### src/hw/rtl/gps_pkg.sv
// Shared constants, register indexes and the command type of the granular pitch shifter.
package gps_pkg;

    localparam int DEPTH = 4096;
    localparam int AW    = $clog2(DEPTH);
    localparam int PW    = (AW > 12) ? AW : 12;
    localparam int NCH   = 2;
    localparam int WW    = 22;
    localparam int CIW   = 3;

    localparam logic [CIW-1:0] CFG_PLAY_SPEED = 3'd0;
    localparam logic [CIW-1:0] CFG_SHIFT_ACT  = 3'd1;
    localparam logic [CIW-1:0] CFG_CHUNK      = 3'd2;
    localparam logic [CIW-1:0] CFG_OVERLAP    = 3'd3;
    localparam logic [CIW-1:0] CFG_WET_MIX    = 3'd4;

    localparam logic [15:0] RST_SPEED = 16'd4096;
    localparam logic [11:0] RST_CHUNK = 12'd1024;
    localparam logic [10:0] RST_OV    = 11'd256;
    localparam logic [15:0] MIX_FULL  = 16'h8000;

    typedef struct packed {
        logic [15:0]             dry_l;
        logic [15:0]             dry_r;
        logic                    wr_en;
        logic [AW-1:0]           wr_addr;
        logic                    wet;
        logic [2:0][AW-1:0]      addr;
        logic [2:0]              vld;
        logic [2:0][WW-1:0]      wgt;
        logic [WW-1:0]           den;
        logic [15:0]             mix;
    } t_cmd;

endpackage

### src/hw/rtl/gps_front.sv
// Front end: configuration, grain bookkeeping and per-frame command generation.
module gps_front (
    input  logic                     i_clk,
    input  logic                     i_rst_n,
    input  logic                     i_cfg_valid,
    input  logic [gps_pkg::CIW-1:0]  i_cfg_index,
    input  logic [15:0]              i_cfg_data,
    output logic                     o_cfg_ready,
    input  logic                     i_in_valid,
    output logic                     o_in_ready,
    input  logic [15:0]              i_sl,
    input  logic [15:0]              i_sr,
    input  logic                     i_byp,
    output logic                     o_push,
    output gps_pkg::t_cmd            o_cmd,
    input  logic                     i_full
);
    import gps_pkg::*;

    localparam logic [2:0] F_IDLE = 3'd0;
    localparam logic [2:0] F_MUL  = 3'd1;
    localparam logic [2:0] F_DIV  = 3'd2;
    localparam logic [2:0] F_WGT  = 3'd3;
    localparam logic [2:0] F_PUSH = 3'd4;

    localparam logic [1:0] GR_PLAIN = 2'd0;
    localparam logic [1:0] GR_PREV  = 2'd1;
    localparam logic [1:0] GR_TRI   = 2'd2;
    localparam logic [1:0] GR_OLAP  = 2'd3;

    localparam logic [AW-1:0] GS_RST = AW'(PW'(0) - PW'(RST_CHUNK));
    localparam logic [AW-1:0] PV_RST = AW'(PW'(0) - PW'(RST_CHUNK) - PW'(RST_OV));

    logic [2:0]          r_state;
    logic [15:0]         r_ps;
    logic                r_act;
    logic [11:0]         r_chunk;
    logic [10:0]         r_ov;
    logic [15:0]         r_mix;
    logic [AW-1:0]       r_wc;
    logic                r_full;
    logic [11:0]         r_gc;
    logic [AW-1:0]       r_gs;
    logic [AW-1:0]       r_pvs;
    logic [AW-1:0]       r_pps;
    logic [11:0]         r_tbs;
    logic                r_tbv;
    logic [15:0]         r_dl;
    logic [15:0]         r_dr;
    logic                r_pass;
    logic [27:0]         r_prod;
    logic [15:0]         r_rem;
    logic [3:0]          r_cnt;
    logic [3:0][WW-1:0]  r_p;
    logic [1:0]          r_k;

    logic                degen;
    logic [11:0]         len;
    logic [27:0]         prod_c;
    logic [27:0]         dsh;
    logic [15:0]         scaled;
    logic [11:0]         step;
    logic [11:0]         ov12;
    logic [11:0]         r2;
    logic [11:0]         dv;
    logic [11:0]         omr2;
    logic [11:0]         ma;
    logic [11:0]         mb;
    logic [23:0]         wm;
    logic [15:0]         mixs;
    logic                wet;
    logic                step_le_ov;
    logic [1:0]          gcase;
    logic [AW-1:0]       a_cur;
    logic [AW-1:0]       a_pv;
    logic [AW-1:0]       a_pp;
    logic [AW-1:0]       a_ol;
    logic [11:0]         gc1;
    logic                accept;
    logic                cfg_we;

    assign o_cfg_ready = (r_state == F_IDLE);
    assign cfg_we      = i_cfg_valid && o_cfg_ready;
    assign o_in_ready  = (r_state == F_IDLE) && !i_cfg_valid;
    assign accept      = i_in_valid && o_in_ready;
    assign o_push      = (r_state == F_PUSH) && !i_full;

    always_comb begin
        ov12       = {1'b0, r_ov};
        degen      = (r_chunk < 12'd2) || (r_ov == 11'd0) || (r_chunk <= ov12);
        len        = r_chunk - ov12;
        prod_c     = 28'(r_gc) * 28'(r_ps);
        dsh        = 28'(len) << r_cnt;
        scaled     = r_prod[27:12];
        step       = r_rem[11:0];
        r2         = (r_tbs < ov12) ? r_tbs : ov12;
        dv         = ov12 - step;
        omr2       = ov12 - r2;
        ma         = ov12;
        mb         = ov12;
        case (r_k)
            2'd1: begin
                ma = step;
            end
            2'd2: begin
                ma = r2;
                mb = dv;
            end
            2'd3: begin
                ma = omr2;
                mb = dv;
            end
            default: begin
                ma = ov12;
            end
        endcase
        wm         = 24'(ma) * 24'(mb);
        mixs       = (r_mix > MIX_FULL) ? MIX_FULL : r_mix;
        wet        = r_act && (mixs != 16'd0);
        step_le_ov = (step <= ov12);
        if (scaled <= 16'(r_ov)) begin
            gcase = r_tbv ? GR_TRI : GR_PREV;
        end else if (step_le_ov) begin
            gcase = GR_OLAP;
        end else begin
            gcase = GR_PLAIN;
        end
        a_cur = AW'(PW'(r_gs) - PW'(r_chunk) + PW'(step));
        a_pv  = AW'(PW'(r_pvs) + PW'(step));
        a_pp  = AW'(PW'(r_pps) + PW'(step));
        a_ol  = AW'(PW'(r_gs) - PW'(r_ov) + PW'(step));
        gc1   = r_gc + 12'd1;

        o_cmd.dry_l   = r_dl;
        o_cmd.dry_r   = r_dr;
        o_cmd.wr_en   = !r_pass;
        o_cmd.wr_addr = r_wc;
        o_cmd.wet     = !r_pass && wet;
        o_cmd.addr[0] = a_cur;
        o_cmd.addr[1] = (gcase == GR_OLAP) ? a_ol : a_pv;
        o_cmd.addr[2] = a_pp;
        for (int i = 0; i < 3; i++) begin
            o_cmd.vld[i] = r_full || (o_cmd.addr[i] <= r_wc);
        end
        o_cmd.mix = mixs;
        unique case (gcase)
            GR_TRI: begin
                o_cmd.wgt[0] = r_p[1];
                o_cmd.wgt[1] = r_p[2];
                o_cmd.wgt[2] = r_p[3];
                o_cmd.den    = r_p[0];
            end
            GR_PREV, GR_OLAP: begin
                o_cmd.wgt[0] = WW'(step);
                o_cmd.wgt[1] = WW'(dv);
                o_cmd.wgt[2] = '0;
                o_cmd.den    = WW'(r_ov);
            end
            default: begin
                o_cmd.wgt[0] = WW'(1);
                o_cmd.wgt[1] = '0;
                o_cmd.wgt[2] = '0;
                o_cmd.den    = WW'(1);
            end
        endcase
    end

    always_ff @(posedge i_clk) begin
        if (!i_rst_n) begin
            r_state <= F_IDLE;
            r_ps    <= RST_SPEED;
            r_act   <= 1'b0;
            r_chunk <= RST_CHUNK;
            r_ov    <= RST_OV;
            r_mix   <= MIX_FULL;
            r_wc    <= '0;
            r_full  <= 1'b0;
            r_gc    <= '0;
            r_gs    <= GS_RST;
            r_pvs   <= PV_RST;
            r_pps   <= PV_RST;
            r_tbs   <= '0;
            r_tbv   <= 1'b0;
            r_k     <= '0;
            r_cnt   <= '0;
        end else begin
            unique case (r_state)
                F_IDLE: begin
                    if (accept) begin
                        r_dl    <= i_sl;
                        r_dr    <= (NCH == 2) ? i_sr : 16'd0;
                        r_pass  <= i_byp || degen;
                        r_state <= (i_byp || degen) ? F_PUSH : F_MUL;
                    end
                end
                F_MUL: begin
                    r_prod  <= prod_c;
                    r_rem   <= prod_c[27:12];
                    r_cnt   <= 4'd15;
                    r_state <= F_DIV;
                end
                F_DIV: begin
                    if ({12'd0, r_rem} >= dsh) begin
                        r_rem <= r_rem - dsh[15:0];
                    end
                    if (r_cnt == 4'd0) begin
                        r_k     <= 2'd0;
                        r_state <= F_WGT;
                    end else begin
                        r_cnt <= r_cnt - 4'd1;
                    end
                end
                F_WGT: begin
                    r_p[r_k] <= wm[WW-1:0];
                    r_k      <= r_k + 2'd1;
                    if (r_k == 2'd3) begin
                        r_state <= F_PUSH;
                    end
                end
                F_PUSH: begin
                    if (!i_full) begin
                        r_state <= F_IDLE;
                        if (!r_pass) begin
                            if (wet && gcase == GR_TRI && r_tbs != 12'hFFF
                                    && !(gc1 > len && step_le_ov)) begin
                                r_tbs <= r_tbs + 12'd1;
                            end
                            if (gc1 > len) begin
                                r_pvs <= a_cur;
                                if (step_le_ov) begin
                                    r_pps <= a_ol;
                                    r_tbs <= step + 12'd1;
                                    r_tbv <= 1'b1;
                                end else begin
                                    r_pps <= a_cur;
                                    r_tbv <= 1'b0;
                                end
                                r_gc <= '0;
                                r_gs <= r_wc;
                            end else begin
                                r_gc <= gc1;
                            end
                            r_wc <= r_wc + AW'(1);
                            if (r_wc == AW'(DEPTH - 1)) begin
                                r_full <= 1'b1;
                            end
                        end
                    end
                end
                default: begin
                    r_state <= F_IDLE;
                end
            endcase
            if (cfg_we) begin
                unique case (i_cfg_index)
                    CFG_PLAY_SPEED: begin
                        r_ps <= i_cfg_data;
                    end
                    CFG_SHIFT_ACT: begin
                        r_act <= i_cfg_data[0];
                    end
                    CFG_CHUNK: begin
                        if (i_cfg_data[11:0] != r_chunk) begin
                            r_chunk <= i_cfg_data[11:0];
                            r_gc    <= '0;
                            r_gs    <= AW'(PW'(0) - PW'(i_cfg_data[11:0]));
                            r_pvs   <= AW'(PW'(0) - PW'(i_cfg_data[11:0]) - PW'(r_ov));
                            r_pps   <= AW'(PW'(0) - PW'(i_cfg_data[11:0]) - PW'(r_ov));
                            r_tbv   <= 1'b0;
                        end
                    end
                    CFG_OVERLAP: begin
                        if (i_cfg_data[10:0] != r_ov) begin
                            r_ov  <= i_cfg_data[10:0];
                            r_gc  <= '0;
                            r_gs  <= AW'(PW'(0) - PW'(r_chunk));
                            r_pvs <= AW'(PW'(0) - PW'(r_chunk) - PW'(i_cfg_data[10:0]));
                            r_pps <= AW'(PW'(0) - PW'(r_chunk) - PW'(i_cfg_data[10:0]));
                            r_tbv <= 1'b0;
                        end
                    end
                    CFG_WET_MIX: begin
                        r_mix <= i_cfg_data;
                    end
                    default: begin
                    end
                endcase
            end
        end
    end

endmodule

### config.mk
export PLATFORM = sky130hd
export DESIGN_NAME = gps_front
export DESIGN_NICKNAME = d
export VERILOG_FILES = /design/src/hw/rtl/gps_pkg.sv /design/src/hw/rtl/gps_front.sv
export SDC_FILE = /design/constraint.sdc
export NUM_CORES = 2
export LEC_CHECK = 0
export ABC_CLOCK_PERIOD_IN_PS = 11300
export CAP_MARGIN = 20
export CORE_MARGIN = 5
export CORE_UTILIZATION = 60
export DETAILED_ROUTE_END_ITERATION = 7
export DONT_BUFFER_PORTS = 1
export PLACE_DENSITY = 0.76
export SYNTH_ARGS = -nofsm -noshare
export SYNTH_HDL_FRONTEND = slang
export SYNTH_SLANG_ARGS = --single-unit
### constraint.sdc
create_clock -name i_clk -period 11.3 [get_ports i_clk]
set_input_delay 0 -clock i_clk [delete_from_list [all_inputs] [get_ports i_clk]]
set_output_delay 0 -clock i_clk [all_outputs]
set_load 0.02 [all_outputs]
==> flow_metrics.env <==
export IMPL_outcome="completed"
export IMPL_holdPathEnd="r_dr[14]"
export IMPL_synth_flop_cell="edfxtp_1"
export IMPL_grt_pass1_vias=26550
export IMPL_synth_edf_count=153
export IMPL_num_rows=84
export IMPL_vias=27840
export IMPL_hold_depth=1
export IMPL_p_sw_mw=1.713
export IMPL_critPathTopFamily="adder cells"
export IMPL_period_share_pct=89.18
export IMPL_p_per_area_mw_per_mm2=122.7
export IMPL_syn_cell_area_mm2=0.03181
export IMPL_rsz0062_at_grt="false"
export IMPL_synthDistinctLibCells=84
export IMPL_timing_fmax_mhz=99.23
export IMPL_async_flop_share_pct=0
export IMPL_synth_seq_area_share_pct=23.19
export IMPL_period_needed_ns=10.08
export IMPL_p_comb_share_pct=43.1
export IMPL_switching_share_pct=40.71
export IMPL_layout_nets=4366
export IMPL_start_kind="flop"
export IMPL_critPathRequiredTime_ns=11.62
export IMPL_track_usage_pct=33.19
export IMPL_finish_utilization_pct=65.24
export IMPL_drtAntennaViolNets=0
export IMPL_r2r_setup_slack_ns=1.22
export IMPL_gp_congestion=1.017
export IMPL_layout_drive_gt1_share_pct=4.664
export IMPL_die_w_um=240.3
export IMPL_areaGrowthSynthToFinish_pct=7.776
export IMPL_dieHeight_um=240.3
export IMPL_grt_max_degree=61
export IMPL_portBuffers=0
export IMPL_io_pins=249
export IMPL_cts_setup_buffers=0
export IMPL_critPathMaxFanout=13
export IMPL_dp_worst_setup_slack_ns=1.341
export IMPL_fillers=4363
export IMPL_peakVddDrop_mv=0.1386
export IMPL_synth_top_family_by_area="adder cells"
export IMPL_total_power_mw=4.208
export IMPL_fin_ws_ns=1.223
export IMPL_grt_pass1_wl_um=151200
export IMPL_numCtsBuffers=31
export IMPL_hold_buffers=70
export IMPL_syn_area_per_cell_um2=8.492
export IMPL_drtIter0Drc=3171
export IMPL_viasPerCell=6.265
export IMPL_crit_buf_inv=5
export IMPL_synthMuxAreaShare_pct=2.179
export IMPL_dieArea_mm2=0.05772
export IMPL_drcViolationCount=0
export IMPL_cts_tree="done"
export IMPL_seq_power_share_pct=29.9
export IMPL_cpPeakStageDelay_ns=0.73
export IMPL_maxCapViolations=0
export IMPL_crit_top_cell="fa_1"
export IMPL_insertion_delay_ns=0.62
export IMPL_r2r_end="r_p[87]"
export IMPL_clkSinkCount=292
export IMPL_synth_xor_area_share_pct=5.534
export IMPL_reg2reg_depth=35
export IMPL_slew_headroom_pct=10.42
export IMPL_worst_pin_slew_ns=1.323
export IMPL_avgRoutedWirePerCell_um=22.05
export IMPL_r2r_start="r_ov[1]"
export IMPL_overflow=0
export IMPL_clk_path_buf_depth=3
export IMPL_core_region_area_mm2=0.05255
export IMPL_finalHoldViolations=0
export IMPL_yosys_area_share_simple_pct=18.93
export IMPL_cp_arrival_ns=10.39
export IMPL_min_from="i_sr[14]"
export IMPL_clockRootBuffer="clkbuf_16"
export IMPL_setup_violations=0
export IMPL_finalClockSkew_ns=0.02926
export IMPL_htree_levels=1
export IMPL_p_int_mw=2.495
export IMPL_antenna_found_initial=4
export IMPL_slew_viol_final=0
export IMPL_postCtsResizedCells=0
export IMPL_start_util_pct=60.54
export IMPL_dp_hpwl_um=73550
export IMPL_clkPwrFrac_pct=27.0
export IMPL_clkTransAtPathRegs_ns=0.07
export IMPL_firstDrtPassIters=8
export IMPL_hold_class="in2reg"
export IMPL_fin_setup_tns_ns=0
export IMPL_syn_instance_count=3746
export IMPL_synth_adder_area_share_pct=29.22
export IMPL_crit_path_end_kind="flop"
export IMPL_synth_nets=4385
export IMPL_crit_type="reg2reg"
export IMPL_synth_compound_area_share_pct=13.84
export IMPL_ys_ff_latch=292
export IMPL_wl_um=97980
export IMPL_ys_warn_count=0
export IMPL_p_leak_nw=15.14
export IMPL_slowest_stage="dfxtp_1"
worst max path at each step:
stage               slack (ns)      end  cells after the start     from
floorplan                 2.47  r_p[21]                     37  r_ov[1]
global placement          1.66  r_p[43]                     36  r_ov[1]
detailed placement        1.34  r_p[43]                     33  r_ov[1]
CTS                       1.33  r_p[43]                     33  r_ov[1]
global route              0.62  r_p[43]                     36  r_ov[1]
finish                    1.22  r_p[87]                     35  r_ov[1]
kinds of logic after synthesis:
kind of cell    count (synthesis)
compound gates                700
xor+xnor                      201
fa+ha+maj                     582
buf+inv                       595
flops                         292
mux                            66
simple gates                 1310
sequential cells by signal, summed over array words and instances, names as in the netlist:
signal   cells
r_p         88
r_dl        16
r_dr        16
r_mix       16
r_prod      16
r_ps        16
r_rem       16
r_chunk     12
r_gc        12
r_gs        12
r_pps       12
r_pvs       12
r_tbs       12
r_wc        12
r_ov        11
r_cnt        4
r_state      3
r_k          2
r_act        1
r_full       1
r_pass       1
r_tbv        1
power groups by stage:
stage          sequential, mW  clock, mW  combinational [mW]
2_1_floorplan            1.23          0                1.33
3_3_place_gp             1.28          0                1.70
3_5_place_dp             1.28          0                1.73
4_1_cts                  1.25       1.14                1.77
5_1_grt                  1.26       1.18                1.96
6_report                 1.26       1.14                1.81
metrics by stage:
stage               cell area, µm²  hold WS [ns]  std cells
CTS                          34270       0.01335       4439
finish                       34290       0.01058       4444
global route                 34280       0.01041       4441
floorplan                    31810       0.07513       3746
detailed placement           32450       0.08382       4311
global placement             32450       0.08186       4311
final cells by class:
class | count | area [µm²] | area share [%]
flip-flops and latches | 292 | 7377 | 21.52
well taps | 688 | 860.8 | 2.511
clock inverters | 23 | 287.8 | 0.8394
diodes | 4 | 10.01 | 0.02919
inverters | 417 | 1567 | 4.569
repair buffers | 126 | 1129 | 3.292
clock buffers | 35 | 820.8 | 2.394
multi-input cells | 2859 | 22230 | 64.85
layout by cell type (no fill, tap or decap), types with 49 or more instances in the layout:
cell / count
xnor2_1: 145
xor2_1: 56
a21oi_1: 248
inv_1: 413
dfxtp_1: 139
ha_1: 314
edfxtp_1: 153
nor2_1: 265
nand2_1: 557
nand3_1: 58
and2_1: 120
o21ai_0: 151
fa_1: 268
nor3_1: 71
dlygate4sd3_1: 69
nor2b_1: 50
buf_4: 55
mux2i_1: 49
Yosys cell counts (14+ instances only):
master / number / area (µm²)
inv_1: 414 / 1554
a211oi_1: 23 / 172.7
o211ai_1: 19 / 142.6
nand2_1: 557 / 2091
xor2_1: 56 / 490.5
a31oi_1: 14 / 87.58
a21o_1: 42 / 315.3
mux2i_1: 49 / 490.5
clkbuf_1: 158 / 593.1
nor2_1: 266 / 998.5
fa_1: 268 / 5365
and2_1: 120 / 750.7
nor2b_1: 50 / 312.8
o21a_1: 40 / 300.3
nor3_1: 76 / 380.4
nand2b_1: 41 / 256.5
o21bai_1: 16 / 120.1
nor4_1: 33 / 206.5
nand3_1: 58 / 290.3
xnor2_1: 145 / 1270
dfxtp_1: 139 / 2783
nand4_1: 36 / 225.2
o31ai_1: 20 / 150.1
and3_1: 20 / 125.1
a21oi_1: 250 / 1251
ha_1: 314 / 3929
o21ai_0: 152 / 760.7
edfxtp_1: 153 / 4594
mux2_2: 16 / 180.2
per-layer routing:
| layer | routed length (µm) | global-route usage, % | part of all wire, % | vias up |
|---|---|---|---|---|
| met3 | 12230 | 7.444 | 12 | 349 |
| met2 | 43370 | 52.61 | 44 | 1706 |
| met5 | 25 | 0 | 0.026 | - |
| met4 | 5095 | 13.69 | 5.2 | 4 |
| li1 | - | - | - | 12580 |
| met1 | 37260 | 44.38 | 38 | 13210 |
(Power assumes the default switching activity.)
