## src/hw/rtl/gps_pkg.sv

```systemverilog
// Shared constants, register indexes and the command type of the granular pitch shifter.
package gps_pkg;

    localparam int DEPTH = 4096;
    localparam int AW    = $clog2(DEPTH);
    localparam int PW    = (AW > 12) ? AW : 12;
    localparam int NCH   = 2;
    localparam int WW    = 22;
    localparam int CIW   = 3;

    localparam logic [CIW-1:0] CFG_PLAY_SPEED = 3'd0;
    localparam logic [CIW-1:0] CFG_SHIFT_ACT  = 3'd1;
    localparam logic [CIW-1:0] CFG_CHUNK      = 3'd2;
    localparam logic [CIW-1:0] CFG_OVERLAP    = 3'd3;
    localparam logic [CIW-1:0] CFG_WET_MIX    = 3'd4;

    localparam logic [15:0] RST_SPEED = 16'd4096;
    localparam logic [11:0] RST_CHUNK = 12'd1024;
    localparam logic [10:0] RST_OV    = 11'd256;
    localparam logic [15:0] MIX_FULL  = 16'h8000;

    typedef struct packed {
        logic [15:0]             dry_l;
        logic [15:0]             dry_r;
        logic                    wr_en;
        logic [AW-1:0]           wr_addr;
        logic                    wet;
        logic [2:0][AW-1:0]      addr;
        logic [2:0]              vld;
        logic [2:0][WW-1:0]      wgt;
        logic [WW-1:0]           den;
        logic [15:0]             mix;
    } t_cmd;

endpackage

```

## src/hw/rtl/gps_fifo.sv

```systemverilog
// Two-entry command queue between the front end and the back end.
module gps_fifo (
    input  logic          i_clk,
    input  logic          i_rst_n,
    input  logic          i_push,
    input  gps_pkg::t_cmd i_data,
    input  logic          i_pop,
    output gps_pkg::t_cmd o_data,
    output logic          o_full,
    output logic          o_empty
);
    import gps_pkg::*;

    t_cmd       r_mem [2];
    logic       r_wp;
    logic       r_rp;
    logic [1:0] r_count;

    assign o_full  = (r_count == 2'd2);
    assign o_empty = (r_count == 2'd0);
    assign o_data  = r_mem[r_rp];

    always_ff @(posedge i_clk) begin
        if (i_push) begin
            r_mem[r_wp] <= i_data;
        end
        if (!i_rst_n) begin
            r_wp    <= 1'b0;
            r_rp    <= 1'b0;
            r_count <= 2'd0;
        end else begin
            if (i_push) begin
                r_wp <= ~r_wp;
            end
            if (i_pop) begin
                r_rp <= ~r_rp;
            end
            if (i_push && !i_pop) begin
                r_count <= r_count + 2'd1;
            end else if (i_pop && !i_push) begin
                r_count <= r_count - 2'd1;
            end
        end
    end

    a_count_range: assert property (@(posedge i_clk) disable iff (!i_rst_n)
        r_count <= 2'd2) else $error("Queue count out of range.");
    a_no_overflow: assert property (@(posedge i_clk) disable iff (!i_rst_n)
        !(i_push && r_count == 2'd2)) else $error("Push into a full queue.");
    a_no_underflow: assert property (@(posedge i_clk) disable iff (!i_rst_n)
        !(i_pop && r_count == 2'd0)) else $error("Pop from an empty queue.");

endmodule

```

## config.mk

```make
export PLATFORM = sky130hd
export DESIGN_NAME = gps_fifo
export DESIGN_NICKNAME = d
export VERILOG_FILES = /design/src/hw/rtl/gps_pkg.sv /design/src/hw/rtl/gps_fifo.sv
export SDC_FILE = /design/constraint.sdc
export NUM_CORES = 1
export LEC_CHECK = 0
export BUFFER_PORTS_ARGS = -buffer_cell sky130_fd_sc_hd__buf_2
export CAP_MARGIN = 20
export CORE_UTILIZATION = 47
export CTS_BUF_LIST = sky130_fd_sc_hd__clkbuf_16
export CTS_CLUSTER_DIAMETER = 80
export DETAILED_ROUTE_END_ITERATION = 6
export GPL_TIMING_DRIVEN = 0
export PLACE_DENSITY = 0.83
export SKIP_CTS_REPAIR_TIMING = 1
export SLEW_MARGIN = 20
export SYNTH_ARGS = -nofsm -noshare
export SYNTH_HDL_FRONTEND = slang
export SYNTH_SLANG_ARGS = --single-unit
```

## constraint.sdc

```tcl
create_clock -name i_clk -period 10.4 [get_ports i_clk]
set_input_delay 1.04 -clock i_clk [delete_from_list [all_inputs] [get_ports i_clk]]
set_output_delay 1.04 -clock i_clk [all_outputs]
set_load 0.1 [all_outputs]
```

==> out/results.tsv, run 1 <==
metric	value	unit
I/O Pins	384	
drt drc	0	
GRT busiest layer	met2	
element type at the critical path end	output pin	
clk buf depth	3	
Critical Path, Cell by Cell	buf_6 > buf_6 > buf_6 > mux2_4 > buf_2	
Max FO, Critical Path	10	
flops & latches, synth	383	
die width	176	um
drt first pass iters	5	
Critical Setup Path Class	reg -> out	
Worst EP required	9360	ps
vias per cell	4.93	
crit path time final	3100	ps
post-route clock period utilization	29.8	%
Routed Antenna Nets	0	
CP delay by family, top	buffers and inverters	
met1 Track Usage GR	19.5	%
core area	29700	sq um
area grow syn2layout	27.5	%
met2 GRT Util	32.3	%
Worst path slowest cell	mux2_4	
clock sinks	383	
grt total ovfl	0	
Setup violations, final	0	
layout net count	1241	
Slew HR	64.5	%
RSZ-0062 raised after global routing	false	
crit-path max cell delay	340	ps
die area	31000	sq um
vias	7234	
clk_skew	10.2	ps
CP startpoint kind	register	
Post-Syn Area	14300	sq um
Clock Pin Slew Worst Setup and Hold Paths	50	ps
commonest non-fill, non-tap cell in the layout	buf_2	
CTS tree	done	
first-pass GRT wire length	41700	um
met3 Use GR	5.92	%
WP data arrival	2060	ps
CTS Root Cell	clkbuf_16	
total power	4.02	mW
largest net degree at the start of global routing	52	
fin area	18200	sq um
Starting Density	48.0	%
Worst VDD drop	0.159	mV
count of cell types in the netlist	17	
worst slew pin tran	537	ps
WL per Instance	19.5	um
initial antenna violation count	3	
DR iter-0 viols	341	
Hold Path Class	reg -> reg	
status	finished clean	
layout cells sized above 1	61.5	%
GRT Total Usage	17.9	%
clk_lat worst skew	520	ps
final hold violations	0	
FMAX	0.322	GHz
HPWL after detailed placement	20700	um
H-tree levels	2	
Cell Area, Placed	17000	sq um
vias in the first global route	7407	
gp weighted congestion	0.762	
Crit path top cell by count	buf_6	
max_cap viols	0	
Min Hold Slack	511	ps
Syn Inst Count	610	
most frequent cells in the layout	buf_2 (390), edfxtp_1 (378), mux2_4 (100)	
IO Port Bufs	383	
Static Leakage	7.11	nW
cts bufs inserted	39	
synth warn	0	
Power per Cell Area	221	nW/um^2
final wirelength	28600	um
register area share after synthesis	80.3	%
# rows	63	
DIE HEIGHT	176	um
syn_nets	804	
Buf/Inv on CP	4	
final max-slew violation count	0	
Syn Area/Cell	23.4	sq um
## cells in the mapped netlist (all sizes together)
cell	n	area share, %
nor2	1	0.026
dfxtp	5	0.70
ha	1	0.088
nor2b	3	0.13
or3	1	0.044
o21a	1	0.053
inv	1	0.026
o21ai	1	0.035
a21boi	1	0.053
xnor2	1	0.061
mux2	189	18
and2	4	0.18
buf	21	1.4
edfxtp	378	80
xor2	2	0.12
## where the power goes
group	leakage, nW	switching [mW]	internal, mW	total (mW)
clock	0.611	0.547	0.737	1.28
sequential	3.59	0.0194	1.78	1.80
combinational	2.91	0.724	0.205	0.930
## metal layers
layer  share of wire [%]  vias to the layer above
li1                    -                     3320
met2                  52                      328
met4                 2.6                        2
met3                 9.3                       52
met5               0.045                        -
met1                  36                     3532
## flip-flops by register name (all words and copies together) (netlist names), named ones only
signal / flops
r_count: 2
r_mem: 378
r_rp: 1
r_wp: 1
## cells by family (layout without fill, tap and decap cells)
| family | Yosys count | after routing | share of synthesized area, % |
|---|---|---|---|
| simple gates | 9 | 9 | 0.377 |
| mux | 189 | 189 | 17.6 |
| xor+xnor | 3 | 3 | 0.184 |
| flops | 383 | 383 | 80.3 |
| compound gates | 3 | 3 | 0.140 |
| buf+inv | 22 | 487 | 1.38 |
| fa+ha+maj | 1 | 1 | 0.0877 |
| other cells | 0 | 2 | 0 |
## per-stage QoR
stage | std cells | setup TNS (ps) | setup slack, ps | util, %
floorplan | 610 | 0 | 406 | -
global placement | 1383 | -828130 | -4400 | 56.1
detailed placement | 1396 | 0 | 7650 | 57.2
CTS | 1465 | 0 | 7240 | 61.2
global route | 1466 | 0 | 7210 | 61.2
finish | 1467 | 0 | 7300 | 61.2
## area by class of cell
class | count | area [sq um]
Multi-Input combinational cell | 205 | 2630
Clock buffer | 41 | 1030
Antenna cell | 2 | 5.00
Tap cell | 390 | 488
Timing Repair Buffer | 396 | 2240
Buffer | 21 | 193
Inverter | 1 | 3.75
Clock inverter | 28 | 159
Sequential cell | 383 | 11500
Fill cell | 2088 | 11500
## path summary, 6_finish.rpt
kind	from	end	slack [ps]	depth (start not counted)
setup / recovery	register	o_data[87]	7300	5
hold reg to reg	r_count[1]$_SDFFE_PN0P_	r_count[1]$_SDFFE_PN0P_	510	2
setup reg to reg	r_wp$_SDFFE_PN0P_	r_mem[0][124]$_DFFE_PP_	8550	5
hold / removal	r_count[1]$_SDFFE_PN0P_	r_count[1]$_SDFFE_PN0P_	510	2
## worst reg2reg max path: stages, from the launching register on
cell and delay [ps]:
dfxtp_1 340, nor2b_4 400, buf_16 220, buf_16 190, buf_12 220, buf_16 190
No activity file was read; power rests on OpenSTA's default activity.
==> inputs of run 2 (changes only) <==
- ABC_AREA: not set -> 1
- PLACE_DENSITY: 0.83 -> 0.81
- clock period: 10.4 -> 3.1 ns (I/O delays scaled with it)
==> out/results.tsv, run 2 <==
metric	value	unit	change
Sw Ratio	30.7	%	was 32.1%
Max FO, Critical Path	10		unchanged
fill cell count	1815		was 2088
# rows	63		unchanged
HPWL after detailed placement	21500	um	was 20700 um
Post-synth top flop	edfxtp_1		unchanged
DR iter-0 viols	456		was 341
FMAX	0.414	GHz	
die width	176	um	about the same
gp weighted congestion	0.772		was 0.762
Hold Path Class	in -> reg		was reg -> reg
largest net degree at the start of global routing	35		was 52
Worst EP required	2790	ps	was 9360 ps
synth warn	0		unchanged
vias in the first global route	7882		was 7407
syn_nets	817		was 804
Gate power share	21.9	%	was 23.1%
failing checks	negative hold slack		
Min Hold Slack	-1.64	ps	was 511 ps
post-layout util	67.8	%	was 61.2%
IO Port Bufs	383		unchanged
post-route clock period utilization	77.9	%	
GRT Total Usage	18.9	%	was 17.9%
post-synthesis compound-gate area fraction	0.0701	%	was 0.140%
Static Leakage	7.98	nW	was 7.11 nW
crit path time final	2420	ps	
flops & latches, synth	383		unchanged
Post-synth top cells	edfxtp_1 (378), mux2_4 (100), mux2_2 (89)		unchanged
worst slew pin tran	659	ps	was 537 ps
Yosys top cell by area	edfxtp_1		unchanged
most frequent cells in the layout	buf_2 (390), edfxtp_1 (378), dlygate4sd3_1 (185)		was buf_2 (390), edfxtp_1 (378), mux2_4 (100)
Syn Inst Count	623		was 610
max_cap viols	0		unchanged
Worst VDD drop	0.598	mV	was 0.159 mV
Top reg by flops	r_mem		unchanged
Reg power frac	44.3	%	was 44.9%
vias	8366		was 7234
Routed Antenna Nets	0		unchanged
first-pass GRT wire length	43600	um	was 41700 um
Int Pwr	9.50	mW	was 2.73 mW
clock sinks	383		unchanged
Slew HR	56.0	%	was 64.5%
Synth Area in Adders	0.0877	%	about the same
element type at the critical path end	output pin		unchanged
fin area	20200	sq um	was 18200 sq um
area grow syn2layout	41.5	%	was 27.5%
Synth top area share	79.5	%	was 79.6%
core area	29800	sq um	was 29700 sq um
CTS tree	done		unchanged
top-count cell post-synth	edfxtp_1		unchanged
WL per Instance	20.9	um	was 19.5 um
status	finished with violations		was finished clean
Syn Area/Cell	22.9	sq um	was 23.4 sq um
H-tree levels	2		unchanged
die area	31100	sq um	was 31000 sq um
WP data arrival	2110	ps	was 2060 ps
count of cell types in the netlist	14		was 17
vias per cell	5.01		was 4.93
RSZ-0062 raised after global routing	false		unchanged
ranking of synthesized cells by area	edfxtp_1 (80%), mux2_4 (11%), mux2_2 (7.0%)		unchanged
max FFs per register	378		unchanged
clock share of power	33.7	%	was 32.0%
Power per Cell Area	679	nW/um^2	was 221 nW/um^2
Setup violations, final	0		unchanged
grt total ovfl	0		unchanged
Synth Area in XOR/XNOR	0	%	was 0.184%
Clock Pin Slew Worst Setup and Hold Paths	60	ps	was 50 ps
layout net count	1443		was 1241
layout cells sized above 1	52.4	%	was 61.5%
drt first pass iters	5		unchanged
Psw	4.21	mW	was 1.29 mW
clk_skew	8.63	ps	was 10.2 ps
CP startpoint kind	register		unchanged
register area share after synthesis	80.2	%	was 80.3%
final wirelength	34900	um	was 28600 um
CTS Root Cell	clkbuf_16		unchanged
Post-Syn Area	14300	sq um	about the same
DIE HEIGHT	176	um	about the same
Non-Filler Instances	1669		was 1467
clk buf depth	3		unchanged
I/O Pins	384		unchanged
cts bufs inserted	41		was 39
final hold violations	1		was 0
Cell Area, Placed	17100	sq um	was 17000 sq um
initial antenna violation count	5		was 3
commonest non-fill, non-tap cell in the layout	buf_2		unchanged
largest family of logic cells by synthesized area	multiplexers		unchanged
clk_lat worst skew	510	ps	was 520 ps
post-synthesis simple-gate area fraction	0.526	%	was 0.377%
EDFF count, synth	378		unchanged
Regs by FF count	r_mem x378, r_count x2		unchanged
final max-slew violation count	0		unchanged
ys async rst share	0	%	unchanged
Cells after DPL	1411		was 1396
Critical Setup Path Class	reg -> out		unchanged
drt drc	0		unchanged
Starting Density	47.9	%	was 48.0%
multiplexer share of the synthesized area	17.5	%	was 17.6%
## run 2: cell types whose count changed in the layout (fill, tap and decap cells not counted), moves of 3 or more
cell / previous run / this run
dlygate4sd3_1: 0 / 185
bufinv_16: 1 / 4
clkinv_1: 9 / 2
inv_1: 8 / 17
and2_1: 3 / 0
nor2_1: 1 / 8
nand2_1: 0 / 7
diode_2: 2 / 5
## run 2: power groups by stage
stage | combinational (mW) | sequential, mW | clock, mW
finish | 3.01 | 6.08 | 4.62
global route | 3.09 | 6.09 | 4.90
CTS | 2.80 | 6.07 | 4.67
detailed placement | 2.79 | 6.18 | 0
global placement | 2.68 | 6.20 | 0
floorplan | 2.25 | 6.18 | 0
## run 2: cell type report
| class | count | area [sq um] | share of cell area (%) |
|---|---|---|---|
| inverter | 8 | 46.3 | 0.229 |
| sequential | 383 | 11500 | 56.7 |
| clock buffer | 41 | 1030 | 5.08 |
| tap | 390 | 488 | 2.42 |
| buffer | 21 | 193 | 0.954 |
| multi-input combinational | 211 | 2610 | 12.9 |
| clock inverter | 27 | 236 | 1.17 |
| timing repair buffer | 583 | 4130 | 20.4 |
| antenna | 5 | 12.5 | 0.0620 |
## run 2: metrics by stage
step                      setup slack, ps  total power [mW]  setup TNS (ps)
after global placement              -2290              8.88         -825000
after CTS                             633              13.5               0
after global routing                  624              14.1               0
after detailed placement              659              8.97               0
final                                 685              13.7               0
after floorplan                      -510              8.42         -178110
## run 2: kinds of logic after synthesis
kind of cell | Yosys count
buffers and inverters | 29
and+or+nand+nor | 19
muxes | 189
AOI/OAI and AO/OA | 2
DFF | 383
adders and majority gates | 1
## run 2: worst max-delay path, cell delays in order (launching register included)
cell and delay (ps):
dfxtp_1 330, buf_6 150, buf_6 220, buf_6 230, mux2_4 340, buf_2 300
## run 2: metal layers
metal	track usage, %	part of all wire (%)	vias to the layer above
met5	0	0	-
met4	8.55	2.3	0
met3	6.16	8.7	57
met2	34.8	54	419
met1	19.3	35	4160
li1	-	-	3730
## run 2: worst paths after layout
kind	startpoint	endpoint	slack [ps]	cells after the start
hold reg to reg	r_wp$_SDFFE_PN0P_	r_wp$_SDFFE_PN0P_	570	2
setup / recovery	register	o_data[71]	680	5
hold / removal	i_data[184]	r_mem[1][184]$_DFFE_PP_	-2	1
setup reg to reg	r_wp$_SDFFE_PN0P_	r_mem[0][114]$_DFFE_PP_	900	6
==> inputs of run 3 (changes only) <==
- PLACE_DENSITY: 0.81 -> 0.83
- clock period: 3.1 -> 2 ns (I/O delays scaled with it)
==> out/results.tsv, run 3 (synthesized netlist as in run 2, its figures left out) <==
metric	value	unit	change
final hold violations	0		was 1
DIE HEIGHT	176	um	unchanged
crit path time final	2090	ps	
fin area	22400	sq um	was 20200 sq um
layout net count	1457		was 1443
Setup violations, final	163		was 0
vias in the first global route	7690		was 7882
CTS tree	done		unchanged
grt total ovfl	0		unchanged
drt drc	0		unchanged
layout cells sized above 1	52.3	%	was 52.4%
WL per Instance	23.5	um	was 20.9 um
final wirelength	39600	um	was 34900 um
Worst VDD drop	0.945	mV	was 0.598 mV
Worst EP required	1800	ps	was 2790 ps
commonest non-fill, non-tap cell in the layout	edfxtp_1		was buf_2
# rows	63		unchanged
Critical Setup Path Class	reg -> out		unchanged
Antenna diodes	0		was 5
hold path depth	2		was 1
Max FO, Critical Path	10		unchanged
max_cap viols	0		unchanged
DR iter-0 viols	511		was 456
Hold Path Class	in -> reg		unchanged
GRT Total Usage	18.4	%	was 18.9%
hold_sp	i_data[182]		was i_data[184]
Regs by FF count	r_mem x378, r_count x2		unchanged
clk buf depth	3		unchanged
RSZ-0062 raised after global routing	true		was false
WP data arrival	1890	ps	was 2110 ps
vias	8587		was 8366
worst-case reg-to-reg path depth	5		was 6
Reg power frac	42.8	%	was 44.3%
Routed Antenna Nets	0		unchanged
I/O Pins	384		unchanged
pre-CTS WS	-107	ps	was 659 ps
Reg-to-Reg Start	r_wp$_SDFFE_PN0P_		unchanged
Cell Area, Placed	17000	sq um	was 17100 sq um
CP startpoint kind	register		unchanged
Slew HR	61.1	%	was 56.0%
Worst Hold End	r_mem[1][182]$_DFFE_PP_		was r_mem[1][184]$_DFFE_PP_
failing checks	negative setup slack		was negative hold slack
die area	31100	sq um	unchanged
H-tree levels	2		unchanged
clock share of power	31.4	%	was 33.7%
vias per cell	5.11		was 5.01
clk_skew	16.4	ps	was 8.63 ps
cts bufs inserted	39		was 41
Min Hold Slack	402	ps	was -1.64 ps
die width	176	um	unchanged
area grow syn2layout	56.8	%	was 41.5%
reg-to-reg slack, setup	160	ps	was 900 ps
largest net degree at the start of global routing	33		was 35
Psw	6.77	mW	was 4.21 mW
status	finished with violations		unchanged
post-layout util	75.1	%	was 67.8%
FMAX	0.479	GHz	
Gate power share	25.7	%	was 21.9%
Crit Reg-Reg Endpoint	r_mem[1][117]$_DFFE_PP_		was r_mem[0][114]$_DFFE_PP_
final max-slew violation count	0		unchanged
gp weighted congestion	0.789		was 0.772
Worst Slack Setup Final	-88.6	ps	was 685 ps
HPWL after detailed placement	20900	um	was 21500 um
max FFs per register	378		unchanged
IO Port Bufs	383		unchanged
Top reg by flops	r_mem		unchanged
clk_lat worst skew	520	ps	was 510 ps
element type at the critical path end	output pin		unchanged
Starting Density	47.9	%	unchanged
core area	29800	sq um	unchanged
Sw Ratio	30.7	%	about the same
total power	22.0	mW	was 13.7 mW
initial antenna violation count	0		was 5
most frequent cells in the layout	edfxtp_1 (378), buf_2 (194), dlygate4sd3_1 (192)		was buf_2 (390), edfxtp_1 (378), dlygate4sd3_1 (185)
post-route clock period utilization	104	%	
clock sinks	383		unchanged
first-pass GRT wire length	42500	um	was 43600 um
Power per Cell Area	985	nW/um^2	was 679 nW/um^2
Int Pwr	15.3	mW	was 9.50 mW
drt first pass iters	4		was 5
worst slew pin tran	582	ps	was 659 ps
Clock Pin Slew Worst Setup and Hold Paths	60	ps	about the same
CTS Root Cell	clkbuf_16		unchanged
Static Leakage	8.78	nW	was 7.98 nW
==> run 3: cell types whose count changed in the layout (fill, tap and decap cells not counted), moves of 5 or more <==
| cell | previous run | this run |
|---|---|---|
| buf_2 | 390 | 194 |
| buf_12 | 7 | 122 |
| buf_4 | 0 | 67 |
| buf_6 | 14 | 27 |
| clkbuf_16 | 41 | 49 |
| dlygate4sd3_1 | 185 | 192 |
| clkinv_1 | 2 | 8 |
| diode_2 | 5 | 0 |
==> run 3: layout make-up <==
class | count | area (sq um)
Multi-Input combinational cell | 212 | 2620
Fill cell | 1576 | 7420
Sequential cell | 383 | 11500
Clock inverter | 28 | 176
Tap cell | 390 | 488
Buffer | 21 | 344
Clock buffer | 41 | 1030
Timing Repair Buffer | 598 | 6230
Inverter | 8 | 33.8
==> run 3: worst max-delay path by stage <==
stage,endpoint,slack (ps)
floorplan,r_mem[1][0]$_DFFE_PP_,-1610
global placement,r_mem[1][151]$_DFFE_PP_,-3260
detailed placement,r_mem[0][138]$_DFFE_PP_,-110
CTS,o_data[162],-370
global route,o_data[62],-140
finish,o_data[144],-90
==> run 3: worst max-delay path: stages, from the launching register on <==
cell and delay (ps):
dfxtp_4 370, buf_12 140, clkbuf_16 190, buf_12 160, mux2_4 340, buf_12 170
==> run 3: power groups by stage <==
stage,combinational (mW),clock [mW],sequential (mW)
5_1_grt,5.80,7.33,9.46
3_5_place_dp,4.31,0,9.57
6_report,5.67,6.92,9.44
3_3_place_gp,4.16,0,9.61
2_1_floorplan,3.48,0,9.58
4_1_cts,4.32,6.88,9.41
==> run 3: per-layer routing <==
layer	part of all wire (%)	wire length, um	up-vias	global-route usage [%]
li1	-	-	3759	-
met4	1.8	706	0	6.20
met3	7.9	3130	49	6.22
met5	0	0	-	0
met1	36	14300	4313	19.6
met2	54	21400	466	33.7
==> run 3: stage by stage <==
stage / cells / TNS, ps
floorplan: 623 / -592260
global placement: 1396 / -1193720
detailed placement: 1411 / -2750
CTS: 1480 / -45770
global route: 1681 / -16730
finish: 1681 / -7420
